`src/rtl/spq_pkg.sv`:
```
// Package for the stable priority queue: sizes, operation and status codes,
// and the request, response, entry and control structs.
// No dependencies; every file of the block imports it.
package spq_pkg;

	localparam int DEPTH     = 16;
	localparam int TAG_BITS  = 8;
	localparam int PRIO_BITS = 8;
	localparam int CNT_BITS  = $clog2(DEPTH + 1);

	typedef enum logic [0:0] {
		KIND_INSERT = 1'b0,
		KIND_REMOVE = 1'b1
	} spq_kind_t;

	typedef enum logic [1:0] {
		ST_OK    = 2'd0,
		ST_EMPTY = 2'd1,
		ST_FULL  = 2'd2
	} spq_status_t;

	typedef struct packed {
		spq_kind_t              kind;
		logic [TAG_BITS-1:0]    item_tag;
		logic [PRIO_BITS-1:0]   item_priority;
	} spq_req_t;

	typedef struct packed {
		spq_status_t            status;
		logic [TAG_BITS-1:0]    out_tag;
		logic [PRIO_BITS-1:0]   out_priority;
		logic [CNT_BITS-1:0]    occupancy;
	} spq_rsp_t;

	typedef struct packed {
		logic [TAG_BITS-1:0]    tag;
		logic [PRIO_BITS-1:0]   prio;
	} spq_entry_t;

	// Broadcast from the control logic to every cell.
	typedef struct packed {
		logic                   ins;
		logic                   rem;
		logic [CNT_BITS-1:0]    count;
		spq_entry_t             fresh;
	} spq_ctrl_t;

endpackage

```
`src/rtl/spq_cell.sv`:
```
// One slot of the sorted chain: holds a tag and priority and, on each
// operation, keeps its entry, takes the new one, or shifts from a neighbor.
// Depends on spq_pkg.
module spq_cell import spq_pkg::*; #(
	parameter int IDX = 0
) (
	input  logic       clk,
	input  spq_ctrl_t  ctrl,
	input  logic       left_keep,
	input  spq_entry_t left_entry,
	input  spq_entry_t right_entry,
	output logic       keep,
	output spq_entry_t entry
);

	spq_entry_t entry_q;
	logic       occupied;

	assign occupied = ctrl.count > CNT_BITS'(IDX);
	// An occupied slot whose priority is not below the new one stays ahead of it.
	assign keep  = occupied && (entry_q.prio >= ctrl.fresh.prio);
	assign entry = entry_q;

	always_ff @(posedge clk) begin
		if (ctrl.ins && !keep) begin
			entry_q <= left_keep ? ctrl.fresh : left_entry;
		end else if (ctrl.rem) begin
			entry_q <= right_entry;
		end
	end

endmodule

```
`src/rtl/stable_priority_queue_unit.sv`:
```
// Stable priority queue of buffer tags, built as a chain of sorted cells.
// Depends on spq_pkg and spq_cell.
//
// Usage:
//   The req channel carries one operation per item: insert a tag with its
//   priority, or remove the head. The rsp channel returns exactly one item
//   per request with a status, the removed tag and priority (zero unless a
//   remove succeeded) and the occupancy after the operation.
//   Higher priority leaves first; equal priorities leave in arrival order.
//   An insert into a full queue is dropped with status full, a remove from
//   an empty queue returns status empty; neither changes the contents.
//   The response is registered; rsp_valid rises in the cycle after acceptance.
//   One item is accepted every cycle while req_stall is low: all cells compare
//   against the new priority in parallel and shift in the same cycle, and the
//   response register frees up as its item is taken.
//   When rsp_stall holds a waiting response, req_stall rises so no further
//   request is taken until that response leaves.
//   Reset empties the queue and clears rsp_valid; the slot contents are
//   not cleared, as they are never read beyond the occupancy.
module stable_priority_queue_unit import spq_pkg::*; (
	input  logic     clk,
	input  logic     arst_n,
	input  logic     req_valid,
	output logic     req_stall,
	input  spq_req_t req,
	output logic     rsp_valid,
	input  logic     rsp_stall,
	output spq_rsp_t rsp
);

	logic [CNT_BITS-1:0] count_q;
	logic                rsp_valid_q;
	spq_rsp_t            rsp_q;
	logic                accept;
	logic                is_full;
	logic                is_empty;
	spq_ctrl_t           ctrl;
	logic                keep  [DEPTH];
	spq_entry_t          entry [DEPTH];

	assign req_stall = rsp_valid_q && rsp_stall;
	assign accept    = req_valid && !req_stall;
	assign is_full   = count_q == CNT_BITS'(DEPTH);
	assign is_empty  = count_q == '0;

	always_comb begin
		ctrl.ins        = accept && (req.kind == KIND_INSERT) && !is_full;
		ctrl.rem        = accept && (req.kind == KIND_REMOVE) && !is_empty;
		ctrl.count      = count_q;
		ctrl.fresh.tag  = req.item_tag;
		ctrl.fresh.prio = req.item_priority;
	end

	for (genvar i = 0; i < DEPTH; i++) begin : g_cell
		spq_cell #(
			.IDX(i)
		) u_cell (
			.clk        (clk),
			.ctrl       (ctrl),
			.left_keep  ((i == 0) ? 1'b1 : keep[(i == 0) ? 0 : i - 1]),
			.left_entry (entry[(i == 0) ? 0 : i - 1]),
			.right_entry(entry[(i == DEPTH - 1) ? i : i + 1]),
			.keep       (keep[i]),
			.entry      (entry[i])
		);
	end

	always_ff @(posedge clk or negedge arst_n) begin
		if (!arst_n) begin
			count_q     <= '0;
			rsp_valid_q <= 1'b0;
		end else begin
			if (ctrl.ins) begin
				count_q <= count_q + CNT_BITS'(1);
			end else if (ctrl.rem) begin
				count_q <= count_q - CNT_BITS'(1);
			end
			if (accept) begin
				rsp_valid_q <= 1'b1;
			end else if (!rsp_stall) begin
				rsp_valid_q <= 1'b0;
			end
		end
	end

	always_ff @(posedge clk) begin
		if (accept) begin
			if (req.kind == KIND_INSERT) begin
				rsp_q.out_tag      <= '0;
				rsp_q.out_priority <= '0;
				if (is_full) begin
					rsp_q.status    <= ST_FULL;
					rsp_q.occupancy <= count_q;
				end else begin
					rsp_q.status    <= ST_OK;
					rsp_q.occupancy <= count_q + CNT_BITS'(1);
				end
			end else if (is_empty) begin
				rsp_q.status       <= ST_EMPTY;
				rsp_q.out_tag      <= '0;
				rsp_q.out_priority <= '0;
				rsp_q.occupancy    <= count_q;
			end else begin
				rsp_q.status       <= ST_OK;
				rsp_q.out_tag      <= entry[0].tag;
				rsp_q.out_priority <= entry[0].prio;
				rsp_q.occupancy    <= count_q - CNT_BITS'(1);
			end
		end
	end

	assign rsp_valid = rsp_valid_q;
	assign rsp       = rsp_q;

endmodule
```
`config.mk`:
```
export PLATFORM = sky130hd
export DESIGN_NAME = stable_priority_queue_unit
export DESIGN_NICKNAME = d
export VERILOG_FILES = /design/src/rtl/spq_pkg.sv /design/src/rtl/spq_cell.sv /design/src/rtl/stable_priority_queue_unit.sv
export SDC_FILE = /design/constraint.sdc
export NUM_CORES = 1
export LEC_CHECK = 0
export BUFFER_PORTS_ARGS = -buffer_cell sky130_fd_sc_hd__buf_2
export CAP_MARGIN = 5
export CORE_AREA = 2 2 170 188
export DETAILED_ROUTE_END_ITERATION = 6
export DIE_AREA = 0 0 172 190
export PLACE_DENSITY = 0.88
export SYNTH_ARGS = -nofsm -noshare
export SYNTH_HDL_FRONTEND = slang
export SYNTH_HIERARCHICAL = 1
export SYNTH_SLANG_ARGS = --single-unit
export TNS_END_PERCENT = 100
```
`constraint.sdc`:
```
create_clock -name clk -period 10.15 [get_ports clk]
set_input_delay 0.5075 -clock clk [delete_from_list [all_inputs] [get_ports clk]]
set_output_delay 0.5075 -clock clk [all_outputs]
set_load 0.01 [all_outputs]
```
=== Yosys cells after proc, flatten, opt, wreduce, memory -nomap -nowiden ===
Index checks and enable logic that the tools add are counted.

* Bitwise logic cells: 1
* Muxes and demuxes: 53
* Eq/ne operators: 2
* Add/subtract/negate cells: 2
* Reductions and logical operators: 75
* Order comparisons: 32

{| class="wikitable"
|+ Operators with widths
! operator !! number
|-
| $mux 16 || 45
|-
| $ge 8x8->1 || 16
|-
| $gt 5x4->1 const B || 8
|-
| $logic_and 1x1->1 || 38
|-
| $reduce_bool 2->1 || 16
|-
| $mux 23 || 1
|-
| $mux 22 || 1
|-
| $gt 5x3->1 const B || 4
|-
| $logic_not 1->1 || 19
|-
| $mux 5 || 3
|-
| $gt 5x1->1 const B || 2
|-
| $gt 5x2->1 const B || 2
|-
| $add 5x1->5 const B || 1
|-
| $eq 5x5->1 const B || 1
|-
| $logic_not 5->1 || 1
|-
| $sub 5x1->5 const B || 1
|-
| $mux 1 || 2
|-
| $mux 2 || 1
|-
| $ne 2x1->1 const B || 1
|-
| $reduce_or 2->1 || 1
|-
| $not 1->1 || 1
|}

* Output and inout bits: 25
* Flip-flop bits (word level): 285
* Word-level logic and storage cells: 203

=== Logic depth before layout (Yosys ltp) ===
* Depth after elaboration: 7
* Gate-level depth with buffers: 11
* Depth with buffers taken out: 9

=== Cells and area by module ===
Netlist, hierarchy kept.

{| class="wikitable"
|+ Modules (own cells, without submodules)
! module !! sequential area each (um^2) !! cells each !! instances !! area an instance (um^2)
|-
| spq_cell (g_cell[14].u_cell ...) || 480.5 || 82 || 2 || 1138.6
|-
| spq_cell (g_cell[13].u_cell ...) || 480.5 || 82 || 2 || 1136.1
|-
| spq_cell (g_cell[11].u_cell ...) || 480.5 || 82 || 2 || 1134.8
|-
| stable_priority_queue_unit || 840.8 || 118 || 1 || 1458.9
|-
| spq_cell (g_cell[9].u_cell) || 480.5 || 82 || 1 || 1183.6
|-
| spq_cell (g_cell[0].u_cell) || 480.5 || 85 || 1 || 1162.4
|-
| spq_cell (g_cell[2].u_cell) || 480.5 || 82 || 1 || 1157.4
|-
| spq_cell (g_cell[12].u_cell) || 480.5 || 83 || 1 || 1142.3
|-
| spq_cell (g_cell[5].u_cell) || 480.5 || 82 || 1 || 1137.3
|-
| spq_cell (g_cell[4].u_cell) || 480.5 || 85 || 1 || 1134.8
|-
| spq_cell (g_cell[10].u_cell) || 480.5 || 90 || 1 || 1133.6
|-
| spq_cell (g_cell[8].u_cell) || 480.5 || 89 || 1 || 1132.3
|-
| spq_cell (g_cell[7].u_cell) || 480.5 || 82 || 1 || 1124.8
|-
| spq_cell (g_cell[15].u_cell) || 480.5 || 82 || 1 || 1122.3
|}

=== Worst setup path before layout ===
Ideal clock, no wire load.

* Kind: reg2reg
* Start: register count_q[1]
* End: register g_cell[9].u_cell.entry_q (netlist bit g_cell[9].u_cell/entry[0]), enable pin
* Stages on the path, launching flop included: 9
* Data arrival time: 5698 ps
* Path slack: 4077 ps
* Setup time: 375 ps
* Data required time: 9775 ps
* Period minus slack after synthesis: 6073 ps
* Path through: dfrtp_1 -> inv_1 -> ha_1 -> nor3b_4 -> a211oi_1 -> nor3b_4 -> a22oi_4 -> buf_6 -> nand2b_1

{| class="wikitable"
|+ RTL lines
! item !! line !! text
|-
| start, declared || stable_priority_queue_unit.sv:31 || <nowiki>logic [CNT_BITS-1:0] count_q;</nowiki>
|-
| start signal, assigned || stable_priority_queue_unit.sv:74 || <nowiki>count_q <= count_q + CNT_BITS'(1);</nowiki>
|-
| start signal, assigned || stable_priority_queue_unit.sv:76 || <nowiki>count_q <= count_q - CNT_BITS'(1);</nowiki>
|-
| end signal, assigned || spq_cell.sv:26 || <nowiki>entry_q <= left_keep ? ctrl.fresh : left_entry;</nowiki>
|-
| end signal, assigned || spq_cell.sv:28 || <nowiki>entry_q <= right_entry;</nowiki>
|-
| end, declared || spq_cell.sv:16 || <nowiki>spq_entry_t entry_q;</nowiki>
|}

==> impl_metrics.py <==
metrics = {
    "outcome": {
        "outcome": "finished clean",
    },
    "clocking": {
        "clk_pin_slew_worst_paths_ps": 60,
        "clock_path_buffers": 3,
        "clkSinkCount": 285,
        "root_buffer": "clkbuf_16",
        "clkLatencyLatePin_ps": 580,
        "tritoncts": "built",
        "cts_buffers": 31,
        "h-tree-depth": 1,
        "cts_resized": 0,
    },
    "final_layout": {
        "final_common_cell": "mux2_2",
        "regArea_mm2": 0.00853,
        "finalNetCount": 1642,
        "n_antenna_cell": 0,
        "design_area_mm2": 0.0210,
        "fin_cells": 1936,
        "syn_to_final_growth_pct": 6.85,
        "layout_common_cells": "354 x mux2_2, 279 x edfxtp_1, 146 x inv_1",
        "fillerInstances": 2115,
        "drive_above_1_share_pct": 42.5,
        "multiInputGateArea_mm2": 0.0101,
        "postLayoutCoreUtil_pct": 68.0,
    },
    "detailed_routing": {
        "dr.pass1.iters": 5,
        "avgRoutedWirePerCell_um": 20.9,
        "drt-initial-drc-count": 712,
        "vias_per_cell": 6.16,
        "vias": 11900,
        "drc_errors": 0,
        "drt_wl_total_um": 40500,
        "ant_nets": 0,
    },
    "sta": {
        "finalClockSkew_ps": 15.4,
        "fin_ws_ps": 6300,
        "slew_headroom_pct": 29.7,
        "period_share_pct": 38.0,
        "hold-worst-slack_ps": 151,
        "rsz0062_at_grt": "no",
        "tightest_slew_ps": 1050,
        "maxSlewViolCount": 0,
        "fmaxAchievable_mhz": 260,
        "fin_setup_tns_ps": 0,
        "setup_violations": 0,
        "hold_viol": 0,
        "period_minus_slack_ps": 3850,
    },
    "run": {
        "timing.max_cap.violations": 0,
    },
    "power_and_ir_drop": {
        "powerDensity_mw_per_mm2": 236,
        "p_leak_nw": 8.58,
        "ir_drop_uv": 163,
        "power_mw": 4.97,
    },
    "setup_path": {
        "cp.arrival_ps": 4050,
        "timing.rr.end": "g_cell[7].u_cell/entry[5]$_DFFE_PP_",
        "crit_required_ps": 10350,
        "worstSetupPathType": "reg -> reg",
        "regToRegSetupSlack_ps": 6300,
        "crit_path_end_kind": "flop",
        "r2r_cells": 10,
        "r2r-start": "count_q[1]$_DFFE_PN0P_",
        "startpoint_type": "flop",
        "cp_max_fo": 30,
    },
    "hold_path": {
        "holdCritStartpoint": "req_valid",
        "holdPathStages": 2,
        "min_to": "rsp_valid$_DFFE_PN0P_",
        "hp-class": "in -> reg",
    },
    "synthesis": {
        "synth_cells": 1451,
        "syn_nets": 1602,
        "yosys_warnings": 6,
        "syn-mean-instance-area_um2": 13.6,
        "netlist_area_mm2": 0.0197,
    },
    "global_route": {
        "grt-ovfl-total": 0,
        "grt_pass1_vias": 12500,
        "grt_max_degree": 33,
        "grt_pass1_wl_um": 65200,
        "antenna_found_initial": 0,
        "grt_use_total_pct": 24.7,
    },
    "floorplan": {
        "die_h_um": 190,
        "io_pins": 46,
        "num_rows": 68,
        "core_area_mm2": 0.0310,
        "die_area_mm2": 0.0327,
        "die_x_um": 172,
        "initial_utilization_pct": 63.6,
    },
    "place": {
        "gp_congestion": 0.841,
        "place_inst": 1877,
        "place_ws_ps": 6360,
        "placed_area_mm2": 0.0201,
        "hpwl_um": 29800,
        "port_buffers": 45,
    },
}
## what timing repair did
item	CTS	global route
endpoints found under the hold margin	6	0
setup buffers	0	0
hold buffers	1	0
## layout make-up
class                           count  area share (%)
Clock buffer                       42            3.88
Clock inverter                     16           0.535
Inverter                          146            2.60
Multi-Input combinational cell    962            48.2
Sequential cell                   285            40.5
Tap cell                          420            2.50
Timing Repair Buffer               65            1.80
## worst max path at each step
stage | from | to | slack [ps]
floorplan | count_q[1]$_DFFE_PN0P_ | g_cell[9].u_cell/entry[0]$_DFFE_PP_ | 4080
global route | count_q[1]$_DFFE_PN0P_ | g_cell[7].u_cell/entry[13]$_DFFE_PP_ | 6070
detailed placement | count_q[1]$_DFFE_PN0P_ | g_cell[7].u_cell/entry[2]$_DFFE_PP_ | 6360
finish | count_q[1]$_DFFE_PN0P_ | g_cell[7].u_cell/entry[5]$_DFFE_PP_ | 6300
CTS | count_q[1]$_DFFE_PN0P_ | g_cell[7].u_cell/entry[2]$_DFFE_PP_ | 6340
global placement | count_q[1]$_DFFE_PN0P_ | g_cell[7].u_cell/entry[0]$_DFFE_PP_ | 6450
## critical path, stage by stage (launching register included)
cell	delay, ps
dfrtp_1	740
inv_1	100
ha_1	280
nor3b_4	200
a211oi_4	260
buf_4	500
inv_1	120
or3_1	330
o41a_1	120
buf_4	230
nand2b_1	590
## layer usage
layer / share of wire, % / global-route usage (%) / routed length, um / up-vias
met5: 0 / 0 / 0 / -
met4: 2.3 / 7.08 / 930 / 0
met3: 3.8 / 2.75 / 1530 / 79
met2: 53 / 46.0 / 21500 / 311
met1: 41 / 29.9 / 16600 / 5991
li1: - / - / - / 5546
## power breakdown
| group | internal [mW] | switching (mW) |
|---|---|---|
| Clock | 0.588 | 0.460 |
| Combinational | 1.06 | 0.876 |
| Sequential | 1.74 | 0.251 |
## state kept, by name, summed over array words and instances, names as in the netlist
signal               cells
rsp_valid                1
rsp                     23
g_cell.u_cell/entry    256
count_q                  5
No activity file was read; power rests on OpenSTA's default activity.
